### src/rtl/core/esgr_pkg.sv
`default_nettype none
package esgr_pkg;

    localparam int WORD_BITS = 32;
    localparam int PROD_BITS = 2 * WORD_BITS;
    localparam int REM_BITS  = WORD_BITS + 1;

    localparam logic [WORD_BITS-1:0] WORD_SIGN = {1'b1, {(WORD_BITS-1){1'b0}}};

    localparam logic [1:0] XM_COPY     = 2'd0;
    localparam logic [1:0] XM_DISCRETE = 2'd1;
    localparam logic [1:0] XM_MEAN     = 2'd2;

    localparam logic [1:0] SM_COPY     = 2'd0;
    localparam logic [1:0] SM_DISCRETE = 2'd1;
    localparam logic [1:0] SM_MEAN     = 2'd2;
    localparam logic [1:0] SM_GEO      = 2'd3;

    localparam logic REG_X_MODE     = 1'b0;
    localparam logic REG_SIGMA_MODE = 1'b1;

    typedef struct packed {
        logic [1:0] x_mode;
        logic [1:0] sigma_mode;
    } cfg_t;

    typedef struct packed {
        logic [31:0]          x_child;
        logic [WORD_BITS-1:0] s_pick;
        logic                 geo;
        logic                 s_present;
        logic                 last;
    } side_t;

endpackage
`default_nettype wire

### src/rtl/core/esgr_front.sv
`default_nettype none
module esgr_front (
    input  wire logic                            aclk,
    input  wire logic                            aresetn,
    input  wire logic                            advance,
    input  wire esgr_pkg::cfg_t                  cfg,
    input  wire logic                            in_valid,
    input  wire logic [31:0]                     x_first,
    input  wire logic [31:0]                     x_second,
    input  wire logic [31:0]                     s_first,
    input  wire logic [31:0]                     s_second,
    input  wire logic                            sigma_valid,
    input  wire logic                            coin_x,
    input  wire logic                            coin_s,
    input  wire logic                            last,
    output logic                                 out_valid,
    output esgr_pkg::side_t                      out_side,
    output logic [esgr_pkg::PROD_BITS-1:0]       out_prod
);
    import esgr_pkg::*;

    logic                        valid_reg;
    side_t                       side_reg;
    side_t                       side_next;
    logic [PROD_BITS-1:0]        prod_reg;
    logic [PROD_BITS-1:0]        prod_next;
    logic [WORD_BITS-1:0]        xa;
    logic [WORD_BITS-1:0]        xb;
    logic [WORD_BITS-1:0]        sa;
    logic [WORD_BITS-1:0]        sb;
    logic [WORD_BITS:0]          x_sum;
    logic [WORD_BITS:0]          s_sum;
    logic [WORD_BITS-1:0]        xo;
    logic signed [WORD_BITS-1:0] xw;
    logic                        cs;

    always_comb begin
        xa    = x_first[WORD_BITS-1:0] ^ WORD_SIGN;
        xb    = x_second[WORD_BITS-1:0] ^ WORD_SIGN;
        sa    = s_first[WORD_BITS-1:0];
        sb    = s_second[WORD_BITS-1:0];
        x_sum = {1'b0, xa} + {1'b0, xb};
        s_sum = {1'b0, sa} + {1'b0, sb};
        cs    = (cfg.x_mode == XM_DISCRETE && cfg.sigma_mode == SM_DISCRETE) ? coin_x : coin_s;

        case (cfg.x_mode)
            XM_DISCRETE: xo = coin_x ? xa : xb;
            XM_MEAN:     xo = x_sum[WORD_BITS:1];
            default:     xo = xa;
        endcase
        xw = xo ^ WORD_SIGN;

        side_next.x_child = 32'(xw);
        case (cfg.sigma_mode)
            SM_DISCRETE: side_next.s_pick = cs ? sa : sb;
            SM_MEAN:     side_next.s_pick = s_sum[WORD_BITS:1];
            default:     side_next.s_pick = sa;
        endcase
        side_next.geo       = (cfg.sigma_mode == SM_GEO);
        side_next.s_present = sigma_valid;
        side_next.last      = last;

        prod_next = PROD_BITS'(sa) * PROD_BITS'(sb);
    end

    always_ff @(posedge aclk) begin
        if (!aresetn) begin
            valid_reg <= 1'b0;
        end else if (advance) begin
            valid_reg <= in_valid;
        end
    end

    always_ff @(posedge aclk) begin
        if (advance) begin
            side_reg <= side_next;
            prod_reg <= prod_next;
        end
    end

    assign out_valid = valid_reg;
    assign out_side  = side_reg;
    assign out_prod  = prod_reg;

endmodule
`default_nettype wire

### config.mk
export PLATFORM = sky130hd
export DESIGN_NAME = esgr_front
export DESIGN_NICKNAME = d
export VERILOG_FILES = /design/src/rtl/core/esgr_pkg.sv /design/src/rtl/core/esgr_front.sv
export SDC_FILE = /design/constraint.sdc
export NUM_CORES = 2
export LEC_CHECK = 0
export ABC_AREA = 1
export BUFFER_PORTS_ARGS = -buffer_cell sky130_fd_sc_hd__buf_2
export CORE_UTILIZATION = 54
export DETAILED_ROUTE_END_ITERATION = 16
export HOLD_SLACK_MARGIN = 0.02
export PLACE_DENSITY = 0.72
export SLEW_MARGIN = 10
export SYNTH_ARGS = -nofsm -noshare
export SYNTH_HDL_FRONTEND = slang
export SYNTH_SLANG_ARGS = --single-unit
### constraint.sdc
create_clock -name aclk -period 21.8 [get_ports aclk]
set_input_delay 4.36 -clock aclk [delete_from_list [all_inputs] [get_ports aclk]]
set_output_delay 4.36 -clock aclk [all_outputs]
set_load 0.01 [all_outputs]
Yosys cells after proc, flatten, opt, wreduce, memory -nomap -nowiden:

Cells that the tools add are included.

* flip-flop bits (word level): 132
* word-level logic and storage cells: 24
* output and inout bits: 132

* equal/unequal tests: 5
* reduce and logical (&&, ||, !) cells: 1
* bitwise logic cells: 3
* multiplexer cells: 5
* $add $sub $neg: 2
* $mul: 1

Operators by type and width (count)
* $pmux W32 S2: 2
* $add A32 B32 Y33: 2
* $mul A32 B32 Y64: 1
* $mux W32: 2
* $eq A2 B2 Y1 const B: 3
* $eq A2 B1 Y1 const B: 2
* $not A1 Y1: 3
* $logic_and A1 B1 Y1: 1
* $mux W1: 1

Longest topological paths before layout:

* depth in word-level cells: 5
* mapped depth: 34
* depth with buffers taken out: 32

Worst setup path before layout:

No wires, ideal clock.

* kind: input to register
* start: input s_first[25]
* end: register prod_reg[61] (netlist: out_prod[61]) (data pin)
* library setup time: 0.252 ns
* stages on the path: 27
* buffers on the path: 2
* path slack: 11.272 ns
* arrival: 10.275 ns
* cells stage by stage: clkbuf_1 > clkbuf_1 > nand2_1 > fa_1 > inv_1 > fa_1 > inv_1 > fa_1 > inv_1 > fa_1 > fa_1 > fa_1 > fa_1 > inv_1 > fa_1 > inv_1 > ha_1 > a21oi_1 > inv_1 > nor2_1 > o21ai_0 > nand2_1 > nand2_1 > a21oi_1 > nand2_1 > nand2_1 > nand2_1

* cells in the longest elaborated chain, start to end: 1

RTL lines
* start: declaration: RTL line esgr_front.sv:10 `input wire logic [31:0] s_first,`
* $mul A32 B32 Y64: RTL line esgr_front.sv:63 `prod_next = PROD_BITS'(sa) * PROD_BITS'(sb);`
* via prod_next[61]: RTL line esgr_front.sv:26 `logic [PROD_BITS-1:0] prod_next;`
* end signal: assignment: RTL line esgr_front.sv:77 `prod_reg <= prod_next;`
* end: declaration: RTL line esgr_front.sv:25 `logic [PROD_BITS-1:0] prod_reg;`

The timed path passes the listed nets, and every way through them passes these cells.
A chain may end at the register's enable or synchronous reset.

Final worst setup path:

* start: input s_first[17]
* end: register prod_reg[39] (netlist: out_prod[39]) (data pin)

The elaborated chain is that of the path after synthesis.

==> results.md <==
* Status: completed
* Clock root buffer: clkbuf_16
* Core area at 83800 µm²
* RSZ-0062 raised after global routing: false
* Final period utilization at 0.526
* Worst setup SP type: primary input
* Clock Path Buffers at 2
* Port-buffer cells at 271
* Cell Area, Synth at 45800 µm²
* Total GRT Usage at 0.352
* Antenna viol nets, final at 0
* Hold slack at 0.558 ns
* DIE WIDTH at 293 µm
* Htree depth at 4
* Rows at 106
* Worst slack, placed at 10.05 ns
* Cts bufs inserted at 17
* Final RePlAce weighted congestion at 1.04
* Routed WL at 146000 µm
* Worst hold path class: reg2reg
* Crit Path Category: in2reg
* Initial antenna violation count at 0
* Vias in the first global route at 40400
* Ports at 272
* Die Height at 293 µm
* Clock Latency Late Sink at 0.51 ns
* FF+latch count, synth at 132
* Slack of the critical path at 10.34 ns
* Final hold vios at 0
* Drt pass-1 iters at 6
* Slew margin rel. at 0.196
* CP dominant cell by count: fa_1
* Layout Skew at 0 ns
* Register-to-register setup slack at 21.12 ns
* Tmin final at 11.46 ns
* Finish-stage setup viols at 0
* CTS tree: yes
* Crit path capture type: register
* CP Cell Sequence: buf_2, ha_1, inv_1, fa_1, fa_1, inv_1, fa_1, fa_1, fa_1, fa_1, fa_1, inv_1, fa_1, inv_1, ha_1, nand2_1, nor2_1, inv_1, nor2_1, nand2_1, nand2_1, inv_1, nand2_1, xor2_1
* Most used cells in the layout excluding fill and tap cells: inv_1 (1855), nand2_1 (1824), fa_1 (897), ha_1 (332), buf_2 (270)
* Commonest non-fill, non-tap cell in the layout: inv_1
* Cells after Synth at 6221
* Yosys cell types at 41
* Slowest CP cell: buf_2
* Grt ovf at 0
* Post-route DRC at 0
* Setup_tns at 0 ns
* Worst Path Required at 22.09 ns
* Starting Density at 0.546
* Share of layout cells above drive strength 1 at 0.0647
* DR WL/cell at 19.7 µm
* DP Wirelength at 114000 µm
* Max-slew violations at 0
* Sequential area share after synthesis at 0.0864
* Diode count at 0
* # hold bufs at CTS at 0
* Iter 0 DRT Violations at 3503
* Reg clk slew, reported paths at 0.07 ns
* CTS resizes at 0
* Routed vias at 39200
* First-pass GRT wire length at 229000 µm
* Synth Area per Inst at 7.36 µm²
* Nets at 7642
* Die footprint at 85900 µm²
* FMAX at 87.2 MHz
* Mapped Nets at 7590
* MaxCap Viol Count at 0
* Crit-path max cell delay at 0.88 ns
* Crit path DAT at 11.75 ns
* CP max FO at 34
* Drt via density at 5.29
* P&R area growth vs syn at 5.35%
* Clock sinks at 132
* Worst-margin pin slew at 1.21 ns
* YS warnings at 0
* Largest net degree at the start of global routing at 85
* Post-CTS setup buffer count at 0
[worst paths after layout]
kind	cells after the start	from	to
setup / recovery	24	s_first[17]	out_prod[39]$_DFFE_PP_
hold / removal	2	out_valid$_SDFFE_PN0P_	out_valid$_SDFFE_PN0P_
setup reg to reg	2	out_valid$_SDFFE_PN0P_	out_valid$_SDFFE_PN0P_
hold reg to reg	2	out_valid$_SDFFE_PN0P_	out_valid$_SDFFE_PN0P_
[stage by stage]
stage	instances	instance area (µm²)	util
detailed placement	7388	47700	0.569
global placement	7388	47700	0.569
finish	7420	48200	0.575
global route	7420	48200	0.575
floorplan	6221	45800	-
CTS	7420	48200	0.575
[kinds of logic after synthesis]
kind of cell / synth area share
buffers and inverters: 0.174
AND/OR/NAND/NOR: 0.202
flip-flops: 0.0864
XOR/XNOR: 0.00899
AO/OA/AOI/OAI: 0.0458
adder cells (fa/ha/maj): 0.483
[worst max-delay path, delay by kind of cell]
kind	cells	cell delay, ns
simple gates	6	0.93
buf+inv	7	1.33
fa+ha+maj	10	4.80
xor+xnor	1	0.31
[state kept, by name (all words and copies together), names as in the netlist]
register / cells
out_prod: 64
out_side: 67
out_valid: 1
[synth_stat cells (all sizes together)]
| library cell | count | share of area |
|---|---|---|
| ha | 332 | 0.091 |
| o21a | 3 | 0.00049 |
| fa | 897 | 0.39 |
| clkbuf | 238 | 0.020 |
| a22oi | 8 | 0.0013 |
| a221oi | 27 | 0.0052 |
| buf | 17 | 0.0017 |
| o21bai | 15 | 0.0025 |
| nand3b | 13 | 0.0021 |
| nor3 | 17 | 0.0025 |
| nand3 | 129 | 0.015 |
| a21oi | 215 | 0.024 |
| or2 | 5 | 0.00068 |
| xor2 | 41 | 0.0078 |
| and2 | 6 | 0.00082 |
| nand2 | 1858 | 0.15 |
| xnor2 | 6 | 0.0011 |
| and3 | 2 | 0.00027 |
| dfxtp | 1 | 0.00044 |
| a31oi | 6 | 0.00082 |
| nor4 | 1 | 0.00014 |
| inv | 1865 | 0.15 |
| edfxtp | 131 | 0.086 |
| a32o | 1 | 0.00022 |
| a21o | 4 | 0.00066 |
| nand4 | 17 | 0.0023 |
| nor2 | 264 | 0.023 |
| clkinv | 3 | 0.00025 |
| a211oi | 1 | 0.00016 |
| o21ai | 98 | 0.011 |
[cell type report]
type / instances / area [µm²]
repair buffers: 288 / 1490
multi-input cells: 3966 / 33800
fillers: 8019 / 35600
clock buffers: 20 / 437
inverters: 1868 / 7010
well taps: 1134 / 1420
clock inverters: 12 / 66.3
flip-flops and latches: 132 / 3950
[routing by layer]
layer	up-vias	global-route usage	part of all wire
met1	19100	0.462	0.39
met5	-	0	0
met4	0	0.156	0.046
li1	17800	-	-
met2	1917	0.567	0.47
met3	371	0.0672	0.096
Power is left out: the tool's default activity adds up to more than one toggle a clock period on the data nets, which glitch-free logic cannot reach.
