### config.mk
export PLATFORM = sky130hd
export DESIGN_NAME = esgr_cfg
export DESIGN_NICKNAME = d
export VERILOG_FILES = /design/src/rtl/core/esgr_pkg.sv /design/src/rtl/core/esgr_cfg.sv
export SDC_FILE = /design/constraint.sdc
export NUM_CORES = 1
export LEC_CHECK = 0
export ABC_AREA = 1
export BUFFER_PORTS_ARGS = -buffer_cell sky130_fd_sc_hd__clkbuf_2
export CAP_MARGIN = 10
export CORE_MARGIN = 2
export CORE_UTILIZATION = 28
export CTS_BUF_LIST = sky130_fd_sc_hd__clkbuf_4 sky130_fd_sc_hd__clkbuf_8
export DETAILED_ROUTE_END_ITERATION = 10
export PLACE_DENSITY = 0.82
export REMOVE_ABC_BUFFERS = 1
export SLEW_MARGIN = 30
export SYNTH_ARGS = -nofsm -noshare
export SYNTH_HDL_FRONTEND = slang
export SYNTH_SLANG_ARGS = --single-unit
### constraint.sdc
create_clock -name aclk -period 1.04 [get_ports aclk]
set_clock_uncertainty 0.15 [all_clocks]
set_input_delay 0.208 -clock aclk [delete_from_list [all_inputs] [get_ports aclk]]
set_output_delay 0.208 -clock aclk [all_outputs]
set_load 0.005 [all_outputs]
### src/rtl/core/esgr_pkg.sv
`default_nettype none
package esgr_pkg;

    localparam int WORD_BITS = 32;
    localparam int PROD_BITS = 2 * WORD_BITS;
    localparam int REM_BITS  = WORD_BITS + 1;

    localparam logic [WORD_BITS-1:0] WORD_SIGN = {1'b1, {(WORD_BITS-1){1'b0}}};

    localparam logic [1:0] XM_COPY     = 2'd0;
    localparam logic [1:0] XM_DISCRETE = 2'd1;
    localparam logic [1:0] XM_MEAN     = 2'd2;

    localparam logic [1:0] SM_COPY     = 2'd0;
    localparam logic [1:0] SM_DISCRETE = 2'd1;
    localparam logic [1:0] SM_MEAN     = 2'd2;
    localparam logic [1:0] SM_GEO      = 2'd3;

    localparam logic REG_X_MODE     = 1'b0;
    localparam logic REG_SIGMA_MODE = 1'b1;

    typedef struct packed {
        logic [1:0] x_mode;
        logic [1:0] sigma_mode;
    } cfg_t;

    typedef struct packed {
        logic [31:0]          x_child;
        logic [WORD_BITS-1:0] s_pick;
        logic                 geo;
        logic                 s_present;
        logic                 last;
    } side_t;

endpackage
`default_nettype wire

### src/rtl/core/esgr_cfg.sv
`default_nettype none
module esgr_cfg (
    input  wire logic         aclk,
    input  wire logic         aresetn,
    input  wire logic         psel,
    input  wire logic         penable,
    input  wire logic         pwrite,
    input  wire logic [2:0]   paddr,
    input  wire logic [31:0]  pwdata,
    output logic      [31:0]  prdata,
    output logic              pready,
    output esgr_pkg::cfg_t    cfg
);
    import esgr_pkg::*;

    logic [1:0] x_mode_reg;
    logic [1:0] sigma_mode_reg;
    logic       wr_en;

    assign pready = 1'b1;
    assign wr_en  = psel && penable && pwrite;

    always_ff @(posedge aclk) begin
        if (!aresetn) begin
            x_mode_reg     <= XM_COPY;
            sigma_mode_reg <= SM_COPY;
        end else if (wr_en) begin
            if (paddr[2] == REG_X_MODE) begin
                x_mode_reg <= pwdata[1:0];
            end else begin
                sigma_mode_reg <= pwdata[1:0];
            end
        end
    end

    always_comb begin
        prdata = '0;
        if (paddr[2] == REG_SIGMA_MODE) begin
            prdata[1:0] = sigma_mode_reg;
        end else begin
            prdata[1:0] = x_mode_reg;
        end
    end

    assign cfg.x_mode     = x_mode_reg;
    assign cfg.sigma_mode = sigma_mode_reg;

endmodule
`default_nettype wire

---- After elaboration in Yosys (flattened, before gate mapping) ----
Index checks and enable logic that the tools add are counted.
storage, ports and cells
  flip-flop bits (word level) ............. 4
  output and inout bits ................... 37
  logic and storage cells ................. 8
  input port bits ......................... 40
operators by class
  bitwise logic cells ..................... 1
  reduce and logical (&&, ||, !) cells .... 4
  mux-type cells .......................... 1
operators with widths
  cell                 number
  $reduce_and A2 Y1    2
  $logic_and A1 B1 Y1  2
  $mux W2              1
  $not A1 Y1           1

---- Depth between registers and ports, before layout ----
Gate-level depths: netlist of run 1.
  depth after elaboration ................. 3
  depth in mapped cells ................... 5
  depth with buffers taken out ............ 5

---- Worst setup path after synthesis of run 1 ----
No wires, ideal clock.
  kind .................................... input -> register
  start ................................... input penable
  end ..................................... register sigma_mode_reg[0]
  required time ........................... 777 ps
  setup time .............................. 113 ps
  buffers on the path ..................... 0
  stages on the path ...................... 5
  path slack .............................. 202 ps
  data arrival time ....................... 575 ps
  path through ............................ nand2_1 nor2_1 nand3_1 nand2_1 nor2_1
between the ends
  longest elaborated chain between the ends .. 3
ends and longest elaborated chain
  item                               RTL line        RTL
  from (decl)                        esgr_cfg.sv:6   input wire logic penable,
  $logic_and A1 B1 Y1 (2 in series)  esgr_cfg.sv:21  assign wr_en = psel && penable && pwrite;
  $reduce_and A2 Y1 (no line)        -
  to (signal assigned)               esgr_cfg.sv:31  sigma_mode_reg <= pwdata[1:0];
  to (decl)                          esgr_cfg.sv:17  logic [1:0] sigma_mode_reg;
No other way between the ends.
A chain may end at the register's enable or synchronous reset.

---- Worst setup path after layout of run 1 ----
  start ................................... register x_mode_reg[0]
  end ..................................... output prdata[0]
between the ends
  longest elaborated chain between the ends .. 1
ends and longest elaborated chain
  item                    RTL line        RTL
  from (decl)             esgr_cfg.sv:16  logic [1:0] x_mode_reg;
  from (signal assigned)  esgr_cfg.sv:29  x_mode_reg <= pwdata[1:0];
  $mux W2                 esgr_cfg.sv:38  if (paddr[2] == REG_SIGMA_MODE) begin
  to (decl)               esgr_cfg.sv:10  output logic [31:0] prdata,
No other way between the ends.

==> results of run 1 <==
## path summary, 6_finish.rpt
kind	startpoint	to	slack, ns	cells after the start
worst max-delay path	x_mode_reg[0]	prdata[0]	-0.10	3
worst min-delay path	aresetn	x_mode_reg[1]	0.07	3
worst max register to register	sigma_mode_reg[0]	sigma_mode_reg[0]	0.31	2
worst min register to register	x_mode_reg[0]	x_mode_reg[0]	0.35	2
## tightest hold or removal path: stages
cell and delay, ns:
clkbuf_2 0.10, nand2_1 0.07, nor2_1 0.03
## cell usage after synthesis
master,number
nand3_1,4
nor2_1,10
conb_1,2
dfxtp_1,4
nand3_2,1
inv_2,1
inv_1,3
nand2_1,11
nor2_4,1
buf_4,31
## through the flow
step | worst slack, ns | area, µm² | util [%]
detailed placement | -0.0136 | 424 | 27.8
global placement | 0.0307 | 424 | 27.8
floorplan | 0.202 | 332 | -
finish | -0.101 | 479 | 31.4
CTS | -0.115 | 452 | 29.6
global route | -0.159 | 479 | 31.4
## final cells by class
cell class	instances	share of cell area, %
Timing Repair Buffer	16	20.4
Clock buffer	3	4.70
Sequential cell	4	17.8
Multi-Input combinational cell	58	49.9
Inverter	4	3.13
Tap cell	16	4.18
## kinds of logic after synthesis
kind of cell | count (synthesis) | synth area share, %
AND/OR/NAND/NOR | 27 | 26.4
buffers and inverters | 35 | 54.4
flip-flops | 4 | 17.6
other | 2 | 1.65
## cell usage in the layout, fill, tap and decap left out, drive strengths merged
| cell type | count |
|---|---|
| nand2 | 11 |
| clkbuf | 13 |
| conb | 31 |
| nand3 | 5 |
| dfxtp | 4 |
| buf | 6 |
| inv | 4 |
| nor2 | 11 |
## per-layer routing
metal | routed length [µm] | vias up | part of all wire, %
met5 | 0 | - | 0
met3 | 134 | 0 | 19
met2 | 339 | 32 | 48
met4 | 0 | 0 | 0
li1 | - | 176 | -
met1 | 225 | 150 | 32
## power by group through the flow
stage	Clock [mW]	Sequential [mW]	Combinational (mW)
2_1_floorplan	0	0.166	0.0504
3_3_place_gp	0	0.166	0.0834
3_5_place_dp	0	0.166	0.0853
6_report	0.189	0.165	0.0937
4_1_cts	0.194	0.165	0.0855
5_1_grt	0.210	0.166	0.111
## timing repair
item / in CTS / in global routing
endpoints found under the hold margin: 0 / 0
pin swaps: 0 / 2
hold buffers: 0 / 0
endpoints found under the setup margin: 6 / 6
setup buffers: 0 / 2
resized for setup: 4 / 5
==> metrics.txt, run 1 <==
TritonCTS clock tree built; share of cells above drive strength 1 31.8%; met3 Usage GRT between 7 and 8%; slowest stage delay, CP 0.33 ns; clock root buffer clkbuf_4; clk sinks 4; Placeable Area approximately 1500 µm²; synth top area cells buf_4 (51%), dfxtp_1 (18%), nand2_1 (9.1%); clock transition at the registers of the reported paths 0.03 ns; multi-input combinational cell area 239 µm²; GR peak layer met2; remaining antenna violation count 0; DR vias 358; Final Wtd Congestion around 0.77; Top delay family on crit path flip-flops; outcome complete, but fails checks; ant diodes 0; Register Area roughly 85 µm²; antenna violations before repair 0; vias per std cell 3.54; met1 Use GR 6.70%; global-route wire length before repair 917 µm; Hold Crit Class input port to flip-flop; RSZ-0062 raised after global routing true; initial core utilization 29.9%; largest net degree at the start of global routing 7; final setup fails 4; PD cells 934 nW/µm²; wire per inst 6.93 µm; Worst Path Required 0.68 ns; Layout area overhead 5.22%; Leakage 0.300 nW; GRT overflow 0; post-synth cell types 10; fin crit period 1.14 ns; PortBufs 13; worst vdd ir around 0.00026 V; P_sw ~120 µW; setup TNS -0.380 ns; cell repeated most along the worst path nand2_1; Final Hold Viols 0; drt initial violations 5; Clk Latency, worst-skew pair 0.23 ns; critical path capture point type primary output; critical path type flip-flop to primary output; post-route clock period utilization 110%; Comb pwr share 20.9%; All-Layer GR Usage 7.32%; Post-Syn Instances 68; CP Max Fanout 3; P_int 323 µW; clock buffer depth 2; DR DRC count 0; CTS Buf Count 3; # IOs 77; mapped cell area 455 µm²; fmax 877 MHz; failing checks negative setup slack; register bit total from synthesis 4; yosys synthesis warning count 0; met2 Resource Use GR 10.6%; final setup margin -0.101 ns; Die Ht between 40 and 50 µm; Total Wirelength 700 µm; Startpoint Class flip-flop; CTS H-tree lvls 1; Die Span X 44.3 µm; CP max stage cell dfxtp_2; critical path, cell by cell nand2_1 > nand2_1 > buf_2; critical path arrival 0.78 ns; Fin Hold WS 0.0703 ns; nets between 100 and 150; max-slew violation count 0; Reg power frac 36.9%; sequential element share of the synthesized area 17.6%; Synth top area share 51.1%; fillcell total 173; Final Power roughly 450 µW; # rows 14; detailed placement HPWL roughly 610 µm; Crit path buffers/inverters 1; number of global-route vias before repair 246; TritonRoute pass-1 iters 4; DP Cell Count 96; Sw Ratio 27.9%; area leader, netlist buf_4; max cap viols 0; clock share of power 42.2%; Layout Cells excl Fill 101; mean area per synthesized cell approximately 6.7 µm²; Die ar. 1970 µm²
Power figures use the tool's default switching activity.
==> run 2: changes to the inputs <==
--- a/config.mk
+++ b/config.mk
@@ -12,7 +12,7 @@
 export CORE_UTILIZATION = 28
 export CTS_BUF_LIST = sky130_fd_sc_hd__clkbuf_4 sky130_fd_sc_hd__clkbuf_8
 export DETAILED_ROUTE_END_ITERATION = 10
-export PLACE_DENSITY = 0.82
+export PLACE_DENSITY = 0.89
 export REMOVE_ABC_BUFFERS = 1
 export SLEW_MARGIN = 30
 export SYNTH_ARGS = -nofsm -noshare
==> metrics.txt, run 2 (synthesis gave the netlist of run 1 again) <==
number of global-route vias before repair 308; Placeable Area about 1500 µm²; worst vdd ir 0.000310 V; ant diodes 0; DR DRC count 0; critical path arrival between 0.8 and 0.9 ns; worst slack, placed 0.00519 ns; Final Hold Viols 0; drt initial violations 16; fmax about 860 MHz; Die Span X 44.3 µm; critical path type flip-flop to primary output; worst reg2reg setup slack just under 0.3 ns; TritonRoute pass-1 iters 4; clock transition at the registers of the reported paths 0.05 ns; CP Max Fanout 3; nets approximately 130; Crit path buffers/inverters 2; Worst Hold End x_mode_reg[1]; remaining antenna violation count 0; Startpoint Class flip-flop; slowest stage delay, CP between 0.3 and 0.4 ns; Fin Hold WS 0.0453 ns; # rows 14; clk sinks 4; clock buffer depth 2; DR vias 370; Layout area overhead 6.04%; cts-stage hold buffer count 0; initial core utilization 29.9%; # IOs 77; Die ar. approximately 2000 µm²; hold path startpoint aresetn; most frequent cells in the layout conb_1 (31), nand2_1 (11), nor2_1 (10), clkbuf_2 (10); Core Util, Final 31.7%; TritonCTS clock tree built; Die Ht 44.3 µm; CTS H-tree lvls 1; PortBufs 13; Layout Cells excl Fill just over 100; fin crit period 1.17 ns; largest net degree at the start of global routing 6; Clk Latency, worst-skew pair 0.25 ns; setup TNS -0.475 ns; All-Layer GR Usage 8.92%; final setup margin -0.126 ns; Cell Area, Placed 424 µm²; commonest non-fill, non-tap cell in the layout conb_1; post-route clock period utilization 112%; RSZ-0062 raised after global routing true; Total Wirelength 809 µm; outcome complete, but fails checks; critical path capture point type primary output; global-route wire length before repair 1.20 mm; clock root buffer clkbuf_4; Final Wtd Congestion 0.765; antenna violations before repair 0; fillcell total 174; final setup fails 6; failing checks negative setup slack; GRT overflow 0; wire per inst between 8 and 9 µm; FF-to-FF path depth 2; R2R Path End sigma_mode_reg[1]; max cap viols 0; CP max stage cell dfxtp_2; Top delay family on crit path flip-flops; Worst Path Required 0.68 ns; Cells on Worst Hold Path 3; CTS Buf Count 3; FF-to-FF Start sigma_mode_reg[1]; Final Power 482 µW; DP Cell Count 96; Leakage 0.300 nW; share of cells above drive strength 1 between 30 and 40%; critical path, cell by cell buf_4 > buf_6; design area about 480 µm²; Hold Crit Class input port to flip-flop; vias per std cell 3.66; PD cells 999 nW/µm²; detailed placement HPWL 607 µm; max-slew violation count 0
run 2: routing by layer:
layer | part of all wire [%] | GRT usage, % | vias to the layer above
met5 | 0 | 0 | -
met4 | 4.0 | 7.27 | 0
met3 | 11 | 4.08 | 5
met2 | 53 | 15.3 | 30
met1 | 32 | 7.94 | 160
li1 | - | - | 175
run 2: layout make-up:
cell class	count	area, µm²	area share [%]
Inverter	4	15.0	3.11
Clock buffer	3	22.5	4.66
Tap cell	16	20.0	4.15
Sequential cell	4	85.1	17.6
Multi-Input combinational cell	58	236	49.0
Timing Repair Buffer	16	104	21.5
run 2: how the worst max path moves through the flow:
stage	start	end	slack [ns]	cells after the start
final	x_mode_reg[1]	cfg[3]	-0.13	2
after global routing	sigma_mode_reg[1]	prdata[1]	-0.17	3
after CTS	sigma_mode_reg[1]	prdata[1]	-0.12	3
after detailed placement	psel	x_mode_reg[0]	0.005	6
after global placement	paddr[2]	prdata[1]	0.03	5
after floorplan	penable	sigma_mode_reg[0]	0.20	5
run 2: report_power, final:
| part | internal [mW] | leakage, nW | switching [mW] |
|---|---|---|---|
| Clock | 0.131 | 0.0138 | 0.0902 |
| Sequential | 0.160 | 0.0344 | 0.00418 |
| Combinational | 0.0345 | 0.252 | 0.0621 |
| Total | 0.326 | 0.300 | 0.157 |
run 2: worst register-to-register path: cells and delay by family, from the launching register on:
family	cells	cell delay (ns)
flops	1	0.32
simple gates	2	0.17
run 2: what timing repair did:
item                       4_1_cts  5_1_grt
resized for setup                4        4
setup endpoints to repair        6        6
pin swaps                        1        2
setup buffers                    0        2
